### src/sv/gcpf_pkg.sv
// Contact-pair force unit: shared constants, register codes and the
// saturation helper. No dependencies.
package gcpf_pkg;

	localparam int FRAC_BITS_DEF     = 16;
	localparam int CUTOFF_FACTOR_DEF = 3;

	localparam int FIELD_W   = 32;  // width of every coordinate / depth field
	localparam int LIMB      = 32;  // multiplier partial product operand width
	localparam int MUL_LAT   = 2;   // cycles through one wide multiplier
	localparam int UFRAC     = 40;  // fraction bits of u and its powers
	localparam int UCAP      = 43;  // u limited to 2^UCAP (8.0)
	localparam int KDROP     = 34;
	localparam int KEXTRA    = 6;
	localparam int FQ        = 32;  // quotient bits of the force division

	localparam int ADW   = FIELD_W + 1;          // |difference|
	localparam int RW    = 2 * ADW;              // squared length
	localparam int UW    = UCAP + 1;             // u including its limit
	localparam int PW    = UFRAC + 3 * 6 + 1;    // u^k, k <= 6, u <= 8
	localparam int TSW   = PW + 3;               // 5u^6 - 6u^5, signed
	localparam int WSW   = PW + 1;               // u^6 - u^5, signed
	localparam int DEPW  = FIELD_W + 2;          // effective depth, signed
	localparam int ADEPW = FIELD_W + 1;          // |depth|
	localparam int MDW   = ADEPW + 6;            // multiplier times |depth|
	localparam int KW    = 64;

	localparam logic [2:0] POLY_U6 = 3'd5;
	localparam logic [2:0] POLY_U5 = 3'd6;
	localparam logic [5:0] MULT_NATIVE = 6'd60;
	localparam logic [5:0] MULT_REP    = 6'd12;

	localparam int REG_IDX_W = 2;
	localparam logic [REG_IDX_W-1:0] REG_NATIVE_DEPTH    = 2'd0;
	localparam logic [REG_IDX_W-1:0] REG_REPULSIVE_DEPTH = 2'd1;
	localparam logic [REG_IDX_W-1:0] REG_NOISE_ENABLE    = 2'd2;

	localparam logic [FIELD_W-1:0] DEPTH_RESET = 32'd65536;

	// clip magnitude to the signed 32-bit range, apply sign; msb is the clip flag
	function automatic logic [32:0] sat32(input logic neg, input logic [63:0] mag);
		logic [63:0] limit;
		logic        clip;
		logic [31:0] m;
		limit = neg ? 64'h0000_0000_8000_0000 : 64'h0000_0000_7FFF_FFFF;
		clip  = mag > limit;
		m     = clip ? limit[31:0] : mag[31:0];
		return {clip, neg ? (32'd0 - m) : m};
	endfunction

endpackage

### src/sv/gcpf_mul.sv
// Contact-pair force unit: two-stage unsigned multiplier built from
// LIMB x LIMB partial products. Depends on gcpf_pkg.
module gcpf_mul #(
	parameter int AW = 32,
	parameter int BW = 32
) (
	input  logic               clk,
	input  logic               en,
	input  logic [AW-1:0]      a,
	input  logic [BW-1:0]      b,
	output logic [AW+BW-1:0]   prod
);
	import gcpf_pkg::*;

	localparam int NA = (AW + LIMB - 1) / LIMB;
	localparam int NB = (BW + LIMB - 1) / LIMB;
	localparam int XW = (NA + NB) * LIMB;

	logic [NA*LIMB-1:0] a_x;
	logic [NB*LIMB-1:0] b_x;
	logic [2*LIMB-1:0]  pp_s1 [NA*NB];
	logic [XW-1:0]      sum_c;

	assign a_x = (NA*LIMB)'(a);
	assign b_x = (NB*LIMB)'(b);

	always_ff @(posedge clk) begin
		if (en) begin
			for (int i = 0; i < NA; i++)
				for (int j = 0; j < NB; j++)
					pp_s1[i*NB+j] <= a_x[i*LIMB +: LIMB] * b_x[j*LIMB +: LIMB];
		end
	end

	always_comb begin
		sum_c = '0;
		for (int i = 0; i < NA; i++)
			for (int j = 0; j < NB; j++)
				sum_c = sum_c + (XW'(pp_s1[i*NB+j]) << (LIMB * (i + j)));
	end

	always_ff @(posedge clk) begin
		if (en) prod <= (AW+BW)'(sum_c);
	end
endmodule

### config.mk
export PLATFORM = sky130hd
export DESIGN_NAME = gcpf_mul
export DESIGN_NICKNAME = d
export VERILOG_FILES = /design/src/sv/gcpf_pkg.sv /design/src/sv/gcpf_mul.sv
export SDC_FILE = /design/constraint.sdc
export NUM_CORES = 2
export LEC_CHECK = 0
export BUFFER_PORTS_ARGS = -buffer_cell sky130_fd_sc_hd__buf_2
export CORE_ASPECT_RATIO = 1.5
export CORE_UTILIZATION = 31
export CTS_CLUSTER_SIZE = 12
export DETAILED_ROUTE_END_ITERATION = 10
export PLACE_DENSITY = 0.55
export SLEW_MARGIN = 30
export SYNTH_ARGS = -nofsm -noshare
export SYNTH_HDL_FRONTEND = slang
export SYNTH_SLANG_ARGS = --single-unit
### constraint.sdc
create_clock -name clk -period 13.6 [get_ports clk]
set_clock_uncertainty 0.2 [all_clocks]
set_input_delay 1.36 -clock clk [delete_from_list [all_inputs] [get_ports clk]]
set_output_delay 1.36 -clock clk [all_outputs]
set_load 0.01 [all_outputs]
==> flow_metrics.env <==
export IMPL_status="complete, no violations"
export IMPL_wirelength_um=107000
export IMPL_cts_sinks=128
export IMPL_critPathMaxFanout=32
export IMPL_dieArea_um2=121000
export IMPL_max_stage_delay_ns=0.66
export IMPL_cp_required_ns=13.65
export IMPL_finalSetupTns_ns=0
export IMPL_synth_compound_area_frac=0.0358
export IMPL_hold_violations=0
export IMPL_syn_area_um2=37100
export IMPL_path_buf_inv=4
export IMPL_crit_arrival_ns=9.64
export IMPL_met1Wirelength_um=36600
export IMPL_route_detailed_drc=0
export IMPL_synth_top_area_cell="fa_1"
export IMPL_synth_seq_area_share=0.104
export IMPL_vias=25400
export IMPL_grtUsageTotal=0.185
export IMPL_hold_class="flip-flop to flip-flop"
export IMPL_cp_common_cell="fa_1"
export IMPL_setup_worst_path_class="input pin to flip-flop"
export IMPL_synth_edf_count=128
export IMPL_fin_cells=5316
export IMPL_yosys_cell_types_count=71
export IMPL_path_cells="buf_2 -> nand2_1 -> fa_1 -> inv_1 -> fa_1 -> fa_1 -> fa_1 -> fa_1 -> fa_1 -> fa_1 -> inv_1 -> fa_1 -> inv_1 -> ha_1 -> and3_1 -> and3_2 -> and2_4 -> a2111o_1 -> a32oi_1 -> a31oi_1 -> a221o_1 -> a221oi_1 -> o21ai_1 -> xor2_1"
export IMPL_fillers=12300
export IMPL_path_clk_slew_ns=0.07
export IMPL_core_area_um2=119000
export IMPL_yosys_register_bits=128
export IMPL_min_path_cells=0
export IMPL_antenna_found_initial=4
export IMPL_grt_max_degree=70
export IMPL_ant_nets=0
export IMPL_cts_resized=0
export IMPL_critPathLaunchType="input pin"
export IMPL_ys_async_sr_fraction=0
export IMPL_cts_buffers_inserted=17
export IMPL_avgRoutedWirePerCell_um=20.0
export IMPL_routed_wl_met2_um=58600
export IMPL_clk_path_buf_depth=2
export IMPL_cts_hold_buf=0
export IMPL_nets=4956
export IMPL_max_slew_margin_rel=0.368
export IMPL_hpwl_um=85000
export IMPL_initial_core_util=0.312
export IMPL_gp_congestion=0.893
export IMPL_drt_initial_drc_count=1223
export IMPL_maxCapViolCount=0
export IMPL_cts_tree="done"
export IMPL_gr_total_overflow=0
export IMPL_synthMuxAreaShare=0.000270
export IMPL_setup_viol=0
export IMPL_cp_top_family="adder cells"
export IMPL_top_layer="met5"
export IMPL_period_needed_ns=9.60
export IMPL_end_kind="flip-flop"
export IMPL_worstMarginPinSlew_ns=0.936
export IMPL_max_freq_mhz=104
export IMPL_placed_cells=5282
export IMPL_synth_top_area_frac=0.483
export IMPL_rsz0062_at_grt="no"
export IMPL_row_count=155
export IMPL_die_x_um=284
export IMPL_drive_gt1_frac=0.0491
export IMPL_grt_pass1_vias=28600
export IMPL_firstDrtPassIters=5
export IMPL_yosys_warnings=0
export IMPL_synth_ff_type="edfxtp_1"
export IMPL_fp_dieH_um=426
export IMPL_io_pins=130
export IMPL_synth_xor_area_frac=0.0146
export IMPL_cts_max_level=4
export IMPL_avgSynthCellArea_um2=9.79
export IMPL_grt_first_pass_wirelength_um=168000
export IMPL_yosys_area_share_adder=0.572
export IMPL_cpMaxStageDelayCell="buf_2"
export IMPL_cts_root_buf="clkbuf_16"
export IMPL_worstSetupPathDepth=24
export IMPL_clk_latency_ns=0.50
export IMPL_fin_crit_sh=0.706
export IMPL_yosys_area_share_simple=0.162
export IMPL_syn_inst=3791
export IMPL_drv_slew=0
export IMPL_yosys_top_cells_area="fa_1 (48%), edfxtp_1 (10%), and2_1 (10%), ha_1 (8.9%), inv_1 (8.7%)"
export IMPL_dr_wl_met3_um=3430
export IMPL_post_cts_buffers=0
export IMPL_area_growth_pct=6.30
export IMPL_port_buffer_count=129
export IMPL_syn_nets=5016
export IMPL_reg2reg_depth=0
export IMPL_synth_top_family_by_area="adder cells"
export IMPL_vias_per_cell=4.78
sequential cells by signal, summed over array words and instances, names as in the netlist:
register	count
pp_s1	64
prod	64
cells by family after synthesis:
group                      Yosys count
and+or+nand+nor                   1164
adders and majority gates         1159
buffers and inverters             1075
AOI/OAI and AO/OA                  202
DFF                                128
xor gates and xnor gates            62
muxes                                1
worst paths after layout:
kind | start | endpoint | slack (ns)
setup / recovery | b[27] | pp_s1[0][60]$_DFFE_PP_ | 4.00
hold / removal | pp_s1[0][44]$_DFFE_PP_ | prod[44]$_DFFE_PP_ | 0.21
setup reg to reg | pp_s1[0][57]$_DFFE_PP_ | prod[57]$_DFFE_PP_ | 12.61
hold reg to reg | pp_s1[0][44]$_DFFE_PP_ | prod[44]$_DFFE_PP_ | 0.21
synth_stat cells, drive strengths merged (2+ instances only):
| library cell | count |
|---|---|
| o41ai | 2 |
| clkbuf | 207 |
| a41oi | 2 |
| nand2 | 473 |
| a211oi | 5 |
| xnor2 | 35 |
| fa | 896 |
| xor2 | 27 |
| nor2 | 31 |
| inv | 861 |
| o21ai | 40 |
| a21oi | 66 |
| o21a | 5 |
| nand4 | 18 |
| nand3 | 11 |
| a31oi | 16 |
| buf | 5 |
| nor2b | 3 |
| a221oi | 2 |
| and2 | 601 |
| o21bai | 9 |
| ha | 263 |
| and3 | 9 |
| nor3 | 7 |
| a21o | 34 |
| edfxtp | 128 |
| a211o | 3 |
| o31ai | 3 |
| nand2b | 3 |
stage by stage:
step                hold slack, ns  utilization  worst slack [ns]  area, um2
floorplan                    0.200            -              4.72      37100
global placement             0.200        0.327              3.46      38900
detailed placement           0.205        0.327              3.47      38900
CTS                          0.209        0.332              3.98      39400
global route                 0.219        0.332              3.64      39400
finish                       0.210        0.332              4.00      39400
layer usage:
metal / global-route usage / up-vias
li1: - / 11000
met1: 0.191 / 13500
met2: 0.349 / 685
met3: 0.0188 / 277
met4: 0.123 / 2
met5: 0 / -
cells in the final DEF (no fill, tap or decap), types with 4 or more instances in the layout:
| master | count |
|---|---|
| inv_6 | 5 |
| xnor2_1 | 35 |
| nand4_1 | 18 |
| o21bai_1 | 9 |
| and3_1 | 8 |
| a31oi_1 | 15 |
| a211oi_1 | 4 |
| edfxtp_1 | 128 |
| clkbuf_16 | 17 |
| nand3_1 | 10 |
| buf_2 | 128 |
| buf_4 | 6 |
| a21oi_1 | 65 |
| and2_1 | 599 |
| o21a_1 | 4 |
| o21ai_1 | 5 |
| fa_1 | 896 |
| nor3_1 | 7 |
| a21o_1 | 32 |
| ha_1 | 263 |
| inv_1 | 861 |
| nor2_1 | 31 |
| nand2_1 | 473 |
| xor2_1 | 27 |
| o21ai_0 | 35 |
cell type report:
class                   count  area (um2)  share of cell area
multi-input cells        2588       29100               0.739
flip-flops and latches    128        3840              0.0975
inverters                 861        3230              0.0820
well taps                1570        1960              0.0498
repair buffers            135         697              0.0177
clock buffers              18         429              0.0109
clock inverters            14         131             0.00333
diodes                      2        5.00            0.000127
Power is not shown: default switching activity piles up to over one toggle a cycle in this logic, so the estimate is an artifact.
